$ cat src/hdl/oph_pkg.sv
`timescale 1ns / 1ps
// ----------------------------------------------------------------------------
// oph_pkg
// Shared types and constants for the OpenPGP packet header parser: request
// payload structs, parser phase and status codes, register indexes.
// ----------------------------------------------------------------------------
package oph_pkg;

    // Configuration register indexes
    localparam int CFG_INDEX_BITS = 2;
    localparam int CFG_DATA_BITS  = 6;
    localparam logic [CFG_INDEX_BITS-1:0] CFG_WANTED_TYPE = 2'd0;
    localparam logic [CFG_INDEX_BITS-1:0] CFG_STOP_TYPE   = 2'd1;
    localparam logic [CFG_INDEX_BITS-1:0] CFG_STOP_ENABLE = 2'd2;

    // Tag and length byte constants
    localparam logic [7:0] LEN_FIVE_BYTE   = 8'd255;
    localparam logic [7:0] LEN_PARTIAL_MIN = 8'd224;
    localparam logic [7:0] LEN_TWO_MIN     = 8'd192;
    localparam logic [1:0] OLD_KIND_ONE    = 2'd0;
    localparam logic [1:0] OLD_KIND_TWO    = 2'd1;
    localparam logic [1:0] OLD_KIND_FOUR   = 2'd2;
    localparam logic [1:0] OLD_KIND_INDET  = 2'd3;

    typedef enum logic [2:0] {
        PH_TAG,
        PH_NEWLEN,
        PH_NEW2,
        PH_MULTI,
        PH_BODY,
        PH_HALT
    } phase_t;

    typedef enum logic [3:0] {
        ST_HDR    = 4'd0,
        ST_FOUND  = 4'd1,
        ST_BODY   = 4'd2,
        ST_SKIP   = 4'd3,
        ST_STOP   = 4'd4,
        ST_ERR    = 4'd5,
        ST_TRUNC  = 4'd6,
        ST_END    = 4'd7,
        ST_HALTED = 4'd8
    } status_t;

    typedef struct packed {
        logic [7:0] in_byte;
        logic       stream_end;
    } in_req_t;

    typedef struct packed {
        status_t     status;
        logic [7:0]  out_byte;
        logic [5:0]  packet_type;
        logic [31:0] packet_length;
        logic        body_last;
    } out_req_t;

endpackage

$ cat src/hdl/oph_parse_core.sv
`timescale 1ns / 1ps
// ----------------------------------------------------------------------------
// oph_parse_core
// Parser state and one-step decode: tag, length bytes and body counting for
// each accepted byte, plus the configuration registers.
// ----------------------------------------------------------------------------
module oph_parse_core
    import oph_pkg::*;
#(
    parameter int LENGTH_BITS = 32
) (
    input  logic                      clk,
    input  logic                      rst_n,
    input  logic                      cfg_write,
    input  logic [CFG_INDEX_BITS-1:0] cfg_index,
    input  logic [CFG_DATA_BITS-1:0]  cfg_data,
    input  logic                      step,
    input  in_req_t                   in_data,
    output out_req_t                  result
);

    localparam logic [32:0] LEN_MAX = (33'd1 << LENGTH_BITS) - 33'd1;

    logic [5:0]             wanted_type_reg;
    logic [5:0]             stop_type_reg;
    logic                   stop_enable_reg;

    phase_t                 phase_reg, phase_next;
    logic [5:0]             cur_type_reg, cur_type_next;
    logic [31:0]            acc_reg, acc_next;
    logic [2:0]             left_reg, left_next;
    logic [LENGTH_BITS-1:0] body_rem_reg, body_rem_next;
    logic                   wanted_reg, wanted_next;

    logic [7:0]             b;
    logic [5:0]             tag_type;
    logic [31:0]            acc_shift;
    logic [2:0]             left_dec;
    logic [LENGTH_BITS-1:0] body_dec;
    logic [13:0]            two_byte_len;
    logic [31:0]            fin_raw;
    logic [31:0]            fin_len;
    logic                   fin_wanted;
    logic                   fin_empty;
    status_t                status;
    logic [7:0]             obyte;
    logic                   last;

    assign b            = in_data.in_byte;
    assign tag_type     = b[6] ? b[5:0] : {2'b00, b[5:2]};
    assign acc_shift    = {acc_reg[23:0], b};
    assign left_dec     = left_reg - 3'd1;
    assign body_dec     = body_rem_reg - LENGTH_BITS'(1);
    assign two_byte_len = {acc_reg[4:0], b} + 14'd192;

    // Select the length that completes the header in this phase, then saturate
    always_comb
    begin
        case (phase_reg)
            PH_NEWLEN: fin_raw = {24'd0, b};
            PH_NEW2:   fin_raw = {18'd0, two_byte_len};
            default:   fin_raw = acc_shift;
        endcase
    end

    assign fin_len    = ({1'b0, fin_raw} > LEN_MAX) ? LEN_MAX[31:0] : fin_raw;
    assign fin_wanted = (wanted_type_reg == 6'd0) || (cur_type_reg == wanted_type_reg);
    assign fin_empty  = (fin_len == 32'd0);

    // Advance the parser by one byte
    always_comb
    begin
        phase_next    = phase_reg;
        cur_type_next = cur_type_reg;
        acc_next      = acc_reg;
        left_next     = left_reg;
        body_rem_next = body_rem_reg;
        wanted_next   = wanted_reg;
        status        = ST_HDR;
        obyte         = 8'd0;
        last          = 1'b0;

        if (phase_reg == PH_HALT) begin
            status = ST_HALTED;
        end else if (in_data.stream_end) begin
            status     = (phase_reg == PH_TAG) ? ST_END : ST_TRUNC;
            phase_next = PH_HALT;
        end else begin
            case (phase_reg)
                PH_TAG:
                begin
                    if (!b[7]) begin
                        status     = ST_ERR;
                        phase_next = PH_HALT;
                    end else begin
                        cur_type_next = tag_type;
                        acc_next      = 32'd0;
                        if (stop_enable_reg && (tag_type == stop_type_reg)) begin
                            status     = ST_STOP;
                            phase_next = PH_HALT;
                        end else if (b[6]) begin
                            phase_next = PH_NEWLEN;
                        end else begin
                            case (b[1:0])
                                OLD_KIND_ONE:   left_next = 3'd1;
                                OLD_KIND_TWO:   left_next = 3'd2;
                                OLD_KIND_FOUR:  left_next = 3'd4;
                                default:        left_next = left_reg;
                            endcase
                            if (b[1:0] == OLD_KIND_INDET) begin
                                status     = ST_ERR;
                                phase_next = PH_HALT;
                            end else begin
                                phase_next = PH_MULTI;
                            end
                        end
                    end
                end
                PH_NEWLEN:
                begin
                    if (b == LEN_FIVE_BYTE) begin
                        left_next  = 3'd4;
                        phase_next = PH_MULTI;
                    end else if (b >= LEN_PARTIAL_MIN) begin
                        status     = ST_ERR;
                        phase_next = PH_HALT;
                    end else if (b >= LEN_TWO_MIN) begin
                        acc_next   = {24'd0, b};
                        left_next  = 3'd1;
                        phase_next = PH_NEW2;
                    end else begin
                        acc_next      = fin_len;
                        wanted_next   = fin_wanted;
                        body_rem_next = fin_len[LENGTH_BITS-1:0];
                        phase_next    = fin_empty ? PH_TAG : PH_BODY;
                        last          = fin_empty && fin_wanted;
                        status        = fin_wanted ? ST_FOUND : ST_SKIP;
                    end
                end
                PH_NEW2:
                begin
                    left_next     = 3'd0;
                    acc_next      = fin_len;
                    wanted_next   = fin_wanted;
                    body_rem_next = fin_len[LENGTH_BITS-1:0];
                    phase_next    = fin_empty ? PH_TAG : PH_BODY;
                    last          = fin_empty && fin_wanted;
                    status        = fin_wanted ? ST_FOUND : ST_SKIP;
                end
                PH_MULTI:
                begin
                    acc_next  = acc_shift;
                    left_next = left_dec;
                    if (left_dec == 3'd0) begin
                        acc_next      = fin_len;
                        wanted_next   = fin_wanted;
                        body_rem_next = fin_len[LENGTH_BITS-1:0];
                        phase_next    = fin_empty ? PH_TAG : PH_BODY;
                        last          = fin_empty && fin_wanted;
                        status        = fin_wanted ? ST_FOUND : ST_SKIP;
                    end
                end
                PH_BODY:
                begin
                    body_rem_next = body_dec;
                    if (wanted_reg) begin
                        status = ST_BODY;
                        obyte  = b;
                        last   = (body_dec == '0);
                    end else begin
                        status = ST_SKIP;
                    end
                    if (body_dec == '0) begin
                        phase_next = PH_TAG;
                    end
                end
                default:
                begin
                    status = ST_HALTED;
                end
            endcase
        end
    end

    // Report the updated type and length with each request
    always_comb
    begin
        result.status        = status;
        result.out_byte      = obyte;
        result.packet_type   = cur_type_next;
        result.packet_length = acc_next;
        result.body_last     = last;
    end

    // Hold configuration
    always_ff @(posedge clk or negedge rst_n)
    begin
        if (!rst_n) begin
            wanted_type_reg <= 6'd0;
            stop_type_reg   <= 6'd0;
            stop_enable_reg <= 1'b0;
        end else if (cfg_write) begin
            case (cfg_index)
                CFG_WANTED_TYPE: wanted_type_reg <= cfg_data;
                CFG_STOP_TYPE:   stop_type_reg   <= cfg_data;
                CFG_STOP_ENABLE: stop_enable_reg <= cfg_data[0];
                default:         stop_enable_reg <= stop_enable_reg;
            endcase
        end
    end

    // Update parser state on each accepted byte
    always_ff @(posedge clk or negedge rst_n)
    begin
        if (!rst_n) begin
            phase_reg    <= PH_TAG;
            cur_type_reg <= 6'd0;
            acc_reg      <= 32'd0;
            left_reg     <= 3'd0;
            body_rem_reg <= '0;
            wanted_reg   <= 1'b0;
        end else if (step) begin
            phase_reg    <= phase_next;
            cur_type_reg <= cur_type_next;
            acc_reg      <= acc_next;
            left_reg     <= left_next;
            body_rem_reg <= body_rem_next;
            wanted_reg   <= wanted_next;
        end
    end

endmodule

$ cat src/hdl/oph_out_buf.sv
`timescale 1ns / 1ps
// ----------------------------------------------------------------------------
// oph_out_buf
// Result register with a skid stage: holds one request on the output and
// one more while the output is stalled.
// ----------------------------------------------------------------------------
module oph_out_buf
    import oph_pkg::*;
(
    input  logic     clk,
    input  logic     rst_n,
    input  logic     push,
    input  out_req_t push_data,
    output logic     full,
    output logic     out_valid,
    input  logic     out_stall,
    output out_req_t out_data
);

    logic     main_valid_reg, main_valid_next;
    logic     skid_valid_reg, skid_valid_next;
    out_req_t main_reg, main_next;
    out_req_t skid_reg, skid_next;
    logic     main_free;

    assign main_free = !main_valid_reg || !out_stall;
    assign full      = skid_valid_reg;
    assign out_valid = main_valid_reg;
    assign out_data  = main_reg;

    // Refill the output from the skid stage first, else from the new request
    always_comb
    begin
        main_valid_next = main_valid_reg;
        skid_valid_next = skid_valid_reg;
        main_next       = main_reg;
        skid_next       = skid_reg;
        if (main_free) begin
            if (skid_valid_reg) begin
                main_next       = skid_reg;
                main_valid_next = 1'b1;
                skid_valid_next = 1'b0;
            end else begin
                main_next       = push_data;
                main_valid_next = push;
            end
        end else if (push) begin
            skid_next       = push_data;
            skid_valid_next = 1'b1;
        end
    end

    always_ff @(posedge clk or negedge rst_n)
    begin
        if (!rst_n) begin
            main_valid_reg <= 1'b0;
            skid_valid_reg <= 1'b0;
        end else begin
            main_valid_reg <= main_valid_next;
            skid_valid_reg <= skid_valid_next;
        end
    end

    always_ff @(posedge clk)
    begin
        main_reg <= main_next;
        skid_reg <= skid_next;
    end

endmodule

$ cat src/hdl/openpgp_packet_header_parser.sv
`timescale 1ns / 1ps
// ----------------------------------------------------------------------------
// openpgp_packet_header_parser
// Decodes OpenPGP packet tags and lengths from a byte stream, passes body
// bytes of wanted packets out and skips the rest; halts on an error, the stop type or stream end.
//
//   Channel  Direction  Handshake             Payload
//   in       input      in_valid / in_stall   in_data   (in_req_t)
//   out      output     out_valid / out_stall out_data  (out_req_t)
//   cfg      input      cfg_write             cfg_index, cfg_data
//
// One byte per cycle while in_stall is low; each accepted byte gives one registered result.
// The combinational parser step feeds the result register.
// Reset clears all parser state and configuration to zero, phase to tag.
// A two-deep output buffer holds one extra result during a stall; in_stall rises only when
// both the result register and the skid stage are occupied.
// ----------------------------------------------------------------------------
module openpgp_packet_header_parser
    import oph_pkg::*;
#(
    parameter int LENGTH_BITS = 32
) (
    input  logic                      clk,
    input  logic                      rst_n,
    input  logic                      cfg_write,
    input  logic [CFG_INDEX_BITS-1:0] cfg_index,
    input  logic [CFG_DATA_BITS-1:0]  cfg_data,
    input  logic                      in_valid,
    output logic                      in_stall,
    input  in_req_t                   in_data,
    output logic                      out_valid,
    input  logic                      out_stall,
    output out_req_t                  out_data
);

    logic     step;
    logic     buf_full;
    out_req_t step_result;

    // Accept a request whenever the skid stage is free
    assign in_stall = buf_full;
    assign step     = in_valid && !buf_full;

    oph_parse_core #(
        .LENGTH_BITS (LENGTH_BITS)
    ) u_core (
        .clk       (clk),
        .rst_n     (rst_n),
        .cfg_write (cfg_write),
        .cfg_index (cfg_index),
        .cfg_data  (cfg_data),
        .step      (step),
        .in_data   (in_data),
        .result    (step_result)
    );

    oph_out_buf u_out_buf (
        .clk       (clk),
        .rst_n     (rst_n),
        .push      (step),
        .push_data (step_result),
        .full      (buf_full),
        .out_valid (out_valid),
        .out_stall (out_stall),
        .out_data  (out_data)
    );

endmodule
$ cat config.mk
export PLATFORM = sky130hd
export DESIGN_NAME = openpgp_packet_header_parser
export DESIGN_NICKNAME = d
export VERILOG_FILES = /design/src/hdl/oph_pkg.sv /design/src/hdl/oph_parse_core.sv /design/src/hdl/oph_out_buf.sv /design/src/hdl/openpgp_packet_header_parser.sv
export SDC_FILE = /design/constraint.sdc
export NUM_CORES = 1
export LEC_CHECK = 0
export BUFFER_PORTS_ARGS = -buffer_cell sky130_fd_sc_hd__buf_2
export CORE_MARGIN = 4
export CORE_UTILIZATION = 50
export DETAILED_ROUTE_END_ITERATION = 8
export GPL_ROUTABILITY_DRIVEN = 0
export PLACE_DENSITY = 0.68
export SLEW_MARGIN = 20
export SYNTH_ARGS = -nofsm -noshare
export SYNTH_HDL_FRONTEND = slang
export SYNTH_SLANG_ARGS = --single-unit
$ cat constraint.sdc
create_clock -name clk -period 5.7 [get_ports clk]
set_clock_uncertainty 0.2 [all_clocks]
set_input_delay 1.14 -clock clk [delete_from_list [all_inputs] [get_ports clk]]
set_output_delay 1.14 -clock clk [all_outputs]
set_load 0.1 [all_outputs]
# Word level (Yosys, flattened, before mapping)
# Index checks and enable logic that the tools add are counted.
totals:
  ff_bits: 194
  input_bits: 22
  output_inout_bits: 53
  elab_cells: 156
op_classes:
  add_sub_neg: 3
  magnitude_cmp: 2
  n_eq_ne: 25
  muxes: 74
  bitwise: 3
  reduce_logical: 28
op_table:
  columns: ["op", "count"]
  rows:
  - ["2-to-1 mux 32 bit", 11]
  - ["case mux 32 bit (4 select lines)", 2]
  - ["zero test 32 bit", 2]
  - ["case mux 32 bit (2 select lines)", 1]
  - ["2-to-1 mux 3 bit", 18]
  - ["2-to-1 mux 51 bit", 1]
  - ["2-to-1 mux 4 bit", 9]
  - ["2-to-1 mux 8 bit", 4]
  - ["subtractor 32 x 1 -> 32 bit (second input constant)", 1]
  - ["2-to-1 mux 6 bit", 5]
  - ["case mux 4 bit (5 select lines)", 1]
  - ["greater-or-equal comparator 8 bit (second input constant)", 2]
  - ["2-to-1 mux 1 bit", 16]
  - ["AND reduction 8 bit", 2]
  - ["case mux 3 bit (5 select lines)", 1]
  - ["adder 13 x 8 -> 14 bit (second input constant)", 1]
  - ["== test 6 bit", 2]
  - ["!= test 2 bit (second input constant)", 6]
  - ["case mux 3 bit (4 select lines)", 1]
  - ["AND reduction 10 bit", 1]
  - ["!= test 3 x 2 -> 1 bit (second input constant)", 3]
  - ["case mux 3 bit (3 select lines)", 1]
  - ["== test 8 bit (second input constant)", 1]
  - ["AND reduction 2 bit", 4]
  - ["24 further kinds", 39]

# Logic depth before layout (Yosys ltp)
# Gate-level depths: netlist of run 1.
depth:
  word_depth: 11
  depth_mapped: 10
  mapped_depth_nobuf: 9

# Cells and area by module
# Synthesis of run 1 repeated with hierarchy kept, for this count alone.
unflattened:
  hier_cells: 894
  hier_area_um2: 10343.7
by_module_without_submodules:
  columns: ["mod", "instances", "cells_each", "area_per_inst_um2", "seq_area_each_um2"]
  rows:
  - ["oph_parse_core", 1, 728, 6322.3, 2252.2]
  - ["oph_out_buf", 1, 165, 4007.6, 3113.0]
  - ["openpgp_packet_header_parser", 1, 1, 13.8, 0.0]

# Least setup slack after synthesis of run 1
# Ideal clock, no wire load.
synth_path:
  kind: "reg2reg"
  from: "reg u_out_buf.main_valid_reg (netlist: u_out_buf.out_valid)"
  to: "reg u_out_buf.skid_reg[0] (netlist bit), enable pin"
  setup_time_ps: 460
  arrival_ps: 4653
  t_required_ps: 5040
  path_slack_ps: 387
  stages_incl_launch_ff: 3
  path_buffers: 0
  synth_period_minus_slack_ps: 5313
  cell_sequence: "dfrtp_1 > nand2_1 > nor2_1"
synth_via:
  elab_chain_cells: 4
synth_lines:
  columns: ["item", "line_no", "source"]
  rows:
  - ["start: declaration", "oph_out_buf.sv:20", "logic main_valid_reg, main_valid_next;"]
  - ["start signal: assignment", "oph_out_buf.sv:59", "main_valid_reg <= main_valid_next;"]
  - ["zero test 1 bit", "oph_out_buf.sv:26", "assign main_free = !main_valid_reg || !out_stall;"]
  - ["logical OR 1 bit", "oph_out_buf.sv:26", null]
  - ["NOT 1 bit (no line)", null, null]
  - ["AND reduction 2 bit (no line)", null, null]
  - ["end signal: assignment", "oph_out_buf.sv:67", "skid_reg <= skid_next;"]
  - ["end: declaration", "oph_out_buf.sv:23", "out_req_t skid_reg, skid_next;"]
# No other way between the ends.
# A chain may end at the register's enable or synchronous reset.

==> results of run 1 <==
worst max-delay path by stage:
stage	slack (ns)	from	cells after the start	to
after global placement	1.75	in_data[7]	9	u_out_buf.skid_reg[0]
after global routing	1.89	u_core.body_rem_reg[3]	7	u_out_buf.out_data[0]
after detailed placement	1.70	in_data[7]	9	u_out_buf.skid_reg[0]
after floorplan	0.39	u_out_buf.out_valid	2	u_out_buf.skid_reg[0]
after CTS	2.13	in_data[7]	9	u_out_buf.skid_reg[0]
final	2.05	in_data[7]	9	u_out_buf.skid_reg[0]
layout make-up:
| class | count | area share |
|---|---|---|
| repair buffers | 84 | 0.0393 |
| inverters | 25 | 0.00823 |
| clock inverters | 14 | 0.0149 |
| well taps | 270 | 0.0296 |
| flip-flops and latches | 194 | 0.471 |
| multi-input cells | 701 | 0.400 |
| clock buffers | 18 | 0.0376 |
through the flow:
| step | cells | instance area, um2 | total power [mW] |
|---|---|---|---|
| 2_1_floorplan | 982 | 10200 | 3.69 |
| 3_3_place_gp | 1274 | 10800 | 4.15 |
| 3_5_place_dp | 1274 | 10800 | 4.17 |
| 4_1_cts | 1306 | 11400 | 5.40 |
| 5_1_grt | 1306 | 11400 | 5.69 |
| 6_report | 1306 | 11400 | 5.41 |
cells in the final DEF, fill, tap and decap left out, types with 4 or more instances in the layout:
| cell | n |
|---|---|
| nor2_1 | 64 |
| xor2_1 | 9 |
| mux2_2 | 64 |
| mux2i_1 | 10 |
| a21oi_1 | 47 |
| o21ai_0 | 85 |
| or3_1 | 6 |
| or4_1 | 4 |
| nor2b_1 | 10 |
| a22oi_1 | 18 |
| nand3b_1 | 4 |
| inv_8 | 4 |
| o22a_1 | 5 |
| a22o_1 | 32 |
| o31ai_1 | 5 |
| clkbuf_16 | 17 |
| nand4_1 | 16 |
| inv_1 | 25 |
| o22ai_1 | 5 |
| a31oi_1 | 15 |
| nand3_1 | 13 |
| dfrtp_1 | 91 |
| o21a_1 | 4 |
| nor3_1 | 21 |
| ha_1 | 11 |
| nor4_1 | 25 |
| buf_4 | 11 |
| xnor2_1 | 10 |
| and2_1 | 12 |
| o211ai_1 | 6 |
| nor4_2 | 4 |
| edfxtp_1 | 102 |
| buf_2 | 73 |
| nand2b_1 | 4 |
| nand2_1 | 121 |
worst max-delay path, stage by stage:
cell	delay [ns]
buf_2	0.32
inv_1	0.23
ha_1	0.27
nand3b_1	0.24
o311ai_1	0.27
o41ai_1	0.21
or4_1	0.55
or3_1	0.33
a21oi_1	0.18
report_power, final:
part	total [mW]	leakage (nW)	switching [mW]	internal, mW
registers	2.11	2.22	0.334	1.78
logic	2.08	2.05	1.48	0.603
clock network	1.22	0.287	0.594	0.629
total	5.41	4.55	2.40	3.01
cell families (layout without fill, tap and decap cells):
family          count (synthesis)  count (layout)
compound gates                260             260
xor+xnor                       19              19
fa+ha+maj                      11              11
buf+inv                        87             141
flops                         194             194
mux                            74              74
simple gates                  337             337
metal layers:
| layer | routed length [um] | vias to the layer above | part of all wire | global-route usage |
|---|---|---|---|---|
| li1 | - | 3767 | - | - |
| met2 | 11500 | 375 | 0.44 | 0.328 |
| met5 | 0 | - | 0 | 0 |
| met3 | 2030 | 45 | 0.077 | 0.0386 |
| met1 | 12300 | 3843 | 0.47 | 0.374 |
| met4 | 452 | 0 | 0.017 | 0.0589 |
==> reports/results.ini, run 1 <==
[floorplan]
initial_utilization = 0.507
fp-row-count = 52
die_area_mm2 = 0.0228
die_w_um = 151
core_mm2 = 0.0202
fp.dieH_um = 151
ios = 75

[synthesis]
yosysTopAreaCell = edfxtp_1
syn_area_mm2 = 0.0102
synth-async-reset-ratio = 0.474
yosysSeqAreaShare = 0.524
syn-num-nets = 1015
synthSimpleGateAreaFrac = 0.166
synthAdderAreaFrac = 0.0134
synth_mux_area_frac = 0.0802
synth_top_family_by_area = compound AO/OA/AOI/OAI gates
synth_warnings = 0
synthCells = 982
synthTopCellsByCount = 122 x nand2_1, 102 x edfxtp_1, 92 x dfrtp_1
synth_seq_cells = 194
synth_area_per_cell_um2 = 10.4
synth.most_common_cell = nand2_1
ys_top_cells_by_area = edfxtp_1 30%, dfrtp_1 22%, mux2_2 7.0%
synth_cell_types = 77
synth_compound_area_frac = 0.167
yosysTopAreaCellShare = 0.299
synth-edff-count = 102
synth_xor_area_frac = 0.0163
yosys_most_used_dff = edfxtp_1

[layout]
fin_util = 0.565
fill_cells = 1771
nNetsFinal = 1056
multi_input_area_mm2 = 0.00456
syn2layout_area_growth_pct = 11.4
seq_area_mm2 = 0.00537
drive_gt1_frac = 0.197
diodes = 0

[critical_path]
endpoint_kind = flop
path_class = in -> reg
r2r_start = u_core.body_rem_reg[3]
worstPathArrival_ns = 3.74
cp.required_ns = 5.79
r2r_end = u_out_buf.out_data[0]
critPathMaxFanout = 19
reg2regPathDepth = 7
cp-start-kind = input port
reg2reg_slack_ns = 2.12

[clocking]
post-cts-setup-buffers = 0
htreeDepth = 4
clock_latency_ns = 0.44
cts_tree = yes
cts.sinks = 194
clk_pin_slew_ns = 0.07
root_buffer = clkbuf_16
holdBufCountCts = 0
cts_buffers = 17
cts.repair.resized = 0
cts.path.max_buffers = 2

[sta]
final.setup.worst_slack_ns = 2.05
finalHoldViolations = 0
report.final.slew_viol_count = 0
holdWs_ns = 0.277
max-slew-margin-rel = 0.323
rsz0062_at_grt = false
period_needed_ns = 3.65
fin_tns_setup_ns = 0
finalCritPeriodShare = 0.641
fmax_mhz = 274
setup_viol = 0
tightest_slew_ns = 1.01

[global_routing]
grt_max_degree = 54
grt_pass1_vias = 7062
grt_first_pass_wirelength_um = 41400
grt_overflow = 0
antenna_found_initial = 0
track_usage = 0.233

[hold_path]
hold_depth = 2
min_to = u_core.acc_reg[24]
hp-class = reg -> reg
hold_start = u_core.acc_reg[24]

[route]
routed_wl_um = 26200
via_count = 8030
drt_iter0_markers = 945
ant_nets = 0
drc = 0
dr.pass1.iters = 5
wl_per_cell_um = 20.1
via_per_inst = 6.15

[power]
leakagePower_nw = 4.55
power_density_mw_per_mm2 = 475
max-vdd-ir-drop_mv = 0.208

[placed_design]
io_buffers = 74
dpl_worst_slack_ns = 1.70
dp_hpwl_um = 17800

[outcome]
status = finished, final reports clean

[run]
maxCapViolCount = 0

(Power assumes the default switching activity.)
==> run 2: changes to the inputs <==
ABC_AREA = 1   (was default)
clock period = 3.7 ns   (was 5.7 ns; I/O delays follow)
==> run 2 against run 1 <==
Total power increased by 69%. Combinational power up 88%. Design area grew 0.71%. Core utilization grew 1.7 points. Worst setup slack got worse by 1.3 ns. Clock power is 63% higher. Synthesized cell count is 26% higher. Wire length is 2.3% higher. First-iteration DRC count decreased by 14%. Register-to-register slack worse by 1.4 ns. Critical endpoint is now u_core.body_rem_reg[3].
==> reports/results.ini, run 2 <==
[critical_path]
reg2regPathDepth = 13  ; +6
cp-start-kind = flop
crit_top_cell = inv_1
worstPathArrival_ns = 3.11  ; -0.63 ns
r2r_end = u_core.body_rem_reg[3]
crit_chain = inv_1, ha_1, xor2_1, nor2_1, inv_1, nand2_2, inv_1, a211oi_2, nand3_1, inv_2, buf_4, o211ai_1, o21ai_0
endpoint_kind = flop
slowest_delay_ns = 0.46  ; -0.09 ns
critPathTopFamily = buffers and inverters
r2r_start = u_core.left_reg[0]
cp_num_buf_inv = 5  ; +3
crit_path_start = u_core.left_reg[0]
path_class = reg -> reg
cp.required_ns = 3.85  ; -1.94 ns
cp_slowest_cell = inv_2
critPathMaxFanout = 38  ; +19
reg2reg_slack_ns = 0.74  ; -1.38 ns

[clocking]
cts.path.max_buffers = 2  ; unchanged
cts_buffers = 17  ; unchanged
clk_pin_slew_ns = 0.08  ; about the same
root_buffer = clkbuf_16
clock_latency_ns = 0.43  ; about the same
cts.sinks = 194  ; unchanged
htreeDepth = 4  ; unchanged
cts.repair.resized = 0  ; unchanged
cts_tree = yes
holdBufCountCts = 0  ; unchanged
post-cts-setup-buffers = 0  ; unchanged

[floorplan]
fp-row-count = 51  ; -1.9%
ios = 75  ; unchanged
die_w_um = 150  ; -0.39%
core_mm2 = 0.0197  ; -2.2%
fp.dieH_um = 150  ; -0.39%
die_area_mm2 = 0.0226  ; -0.79%
initial_utilization = 0.515  ; +0.00731

[route]
ant_nets = 0  ; unchanged
routed_wl_um = 26900  ; +2.3%
dr.pass1.iters = 8  ; +3
via_count = 8654  ; +7.8%
drt_iter0_markers = 810  ; -14%
drc = 0  ; unchanged
wl_per_cell_um = 17.0  ; -16%
via_per_inst = 5.46  ; -11%

[global_routing]
grt_overflow = 0  ; unchanged
grt_first_pass_wirelength_um = 42200  ; +1.8%
grt_pass1_vias = 7950  ; +13%
grt_max_degree = 56  ; +3.7%
track_usage = 0.240  ; +0.00696
antenna_found_initial = 0  ; unchanged

[sta]
setup_viol = 0  ; unchanged
finalHoldViolations = 0  ; unchanged
rsz0062_at_grt = false
finalCritPeriodShare = 0.801
period_needed_ns = 2.96
report.final.slew_viol_count = 0  ; unchanged
max-slew-margin-rel = 0.329  ; +0.00540
fmax_mhz = 337
tightest_slew_ns = 0.999  ; -0.0137 ns
fin_tns_setup_ns = 0  ; unchanged

[power]
max-vdd-ir-drop_mv = 0.363  ; +74%
power_density_mw_per_mm2 = 796  ; +68%
finalPower_mw = 9.14  ; +69%
leakagePower_nw = 5.16  ; +13%

[layout]
multi_input_area_mm2 = 0.00410  ; -10%
diodes = 0  ; unchanged
syn2layout_area_growth_pct = 13.2
design_area_mm2 = 0.0115  ; +0.71%
final_common_cell = nand2_1
fill_cells = 1760  ; -0.62%
layout_common_cells = 382 x nand2_1, 134 x o21ai_0, 129 x inv_1
drive_gt1_frac = 0.114  ; -0.0832
seq_area_mm2 = 0.00537  ; about the same
nNetsFinal = 1339  ; +27%

[synthesis]
synth_area_per_cell_um2 = 8.22  ; -21%
yosysTopAreaCell = edfxtp_1
syn_area_mm2 = 0.0101  ; -0.83%
yosysSeqAreaShare = 0.529  ; +0.00439
synth-edff-count = 102  ; unchanged
synth_cell_types = 45  ; -42%
synthTopCellsByCount = 383 x nand2_1, 134 x o21ai_0, 129 x inv_1
synth-async-reset-ratio = 0.474  ; unchanged
syn-num-nets = 1268  ; +25%
yosys_most_used_dff = edfxtp_1
synthCells = 1235  ; +26%
ys_top_cells_by_area = edfxtp_1 30%, dfrtp_1 23%, nand2_1 14%
synth_warnings = 0  ; unchanged
synth.most_common_cell = nand2_1
yosysTopAreaCellShare = 0.302  ; +0.00251
synth_seq_cells = 194  ; unchanged

[run]
maxCapViolCount = 0  ; unchanged

[placed_design]
io_buffers = 74  ; unchanged
place_area_mm2 = 0.0108  ; +0.42%
dp_hpwl_um = 19100  ; +7.1%

[hold_path]
hp-class = in -> async

[outcome]
status = finished, final reports clean

==> run 2: cell types whose count changed after synthesis, sizes merged, moves of 31 or more <==
cell / change
nand2: +266
inv: +112
mux2: -64
nor2: +62
o21ai: +54
nand3: +32
a22o: -31
==> run 2: through the flow <==
stage	instances	utilization	worst slack, ns	hold slack [ns]
global placement	1552	0.550	0.563	0.268
detailed placement	1552	0.550	0.491	0.275
global route	1584	0.582	0.486	0.118
finish	1584	0.582	0.737	0.0851
floorplan	1235	-	0.377	0.244
CTS	1584	0.582	0.784	0.108
==> run 2: per-layer routing <==
metal,part of all wire,wire (um),track usage
met5,0,0,0
met2,0.48,12800,0.383
met3,0.076,2050,0.0433
met4,0.020,525,0.0650
met1,0.43,11500,0.341
==> run 2: cell families (layout without fill, tap and decap cells) <==
logic type / count (synthesis) / count (layout) / synth area share
AO/OA/AOI/OAI: 224 / 224 / 0.125
XOR/XNOR: 17 / 17 / 0.0147
adder cells (fa/ha/maj): 11 / 11 / 0.0136
buffers and inverters: 179 / 263 / 0.0687
flip-flops: 194 / 194 / 0.529
AND/OR/NAND/NOR: 610 / 610 / 0.249
==> run 2: layout make-up <==
| cell class | instances | area share |
|---|---|---|
| clock buffers | 19 | 0.0386 |
| clock inverters | 13 | 0.0168 |
| inverters | 139 | 0.0454 |
| multi-input cells | 862 | 0.357 |
| flip-flops and latches | 194 | 0.467 |
| well taps | 265 | 0.0289 |
| repair buffers | 92 | 0.0464 |
==> run 2: how the worst max path moves through the flow <==
stage | end | slack, ns | depth (start not counted)
finish | u_core.body_rem_reg[3] | 0.74 | 13
global route | u_core.body_rem_reg[3] | 0.49 | 13
CTS | u_core.body_rem_reg[3] | 0.78 | 13
detailed placement | u_out_buf.out_data[0] | 0.49 | 15
global placement | u_out_buf.out_data[0] | 0.56 | 15
floorplan | u_out_buf.skid_reg[0] | 0.38 | 2
==> run 2: report_power, final <==
group | total, mW | internal (mW) | switching (mW) | leakage [nW]
Combinational | 3.91 | 0.934 | 2.98 | 2.63
Clock | 1.99 | 1.11 | 0.880 | 0.310
Sequential | 3.23 | 2.86 | 0.369 | 2.22
Total | 9.14 | 4.91 | 4.23 | 5.16
==> run 2: worst register-to-register path: cells and delay by family (launching register included) <==
family	cells	cell delay (ns)
adders and majority gates	1	0.20
buffers and inverters	5	1.03
AOI/OAI and AO/OA	3	0.43
xor gates and xnor gates	1	0.17
DFF	1	0.37
and+or+nand+nor	3	0.47
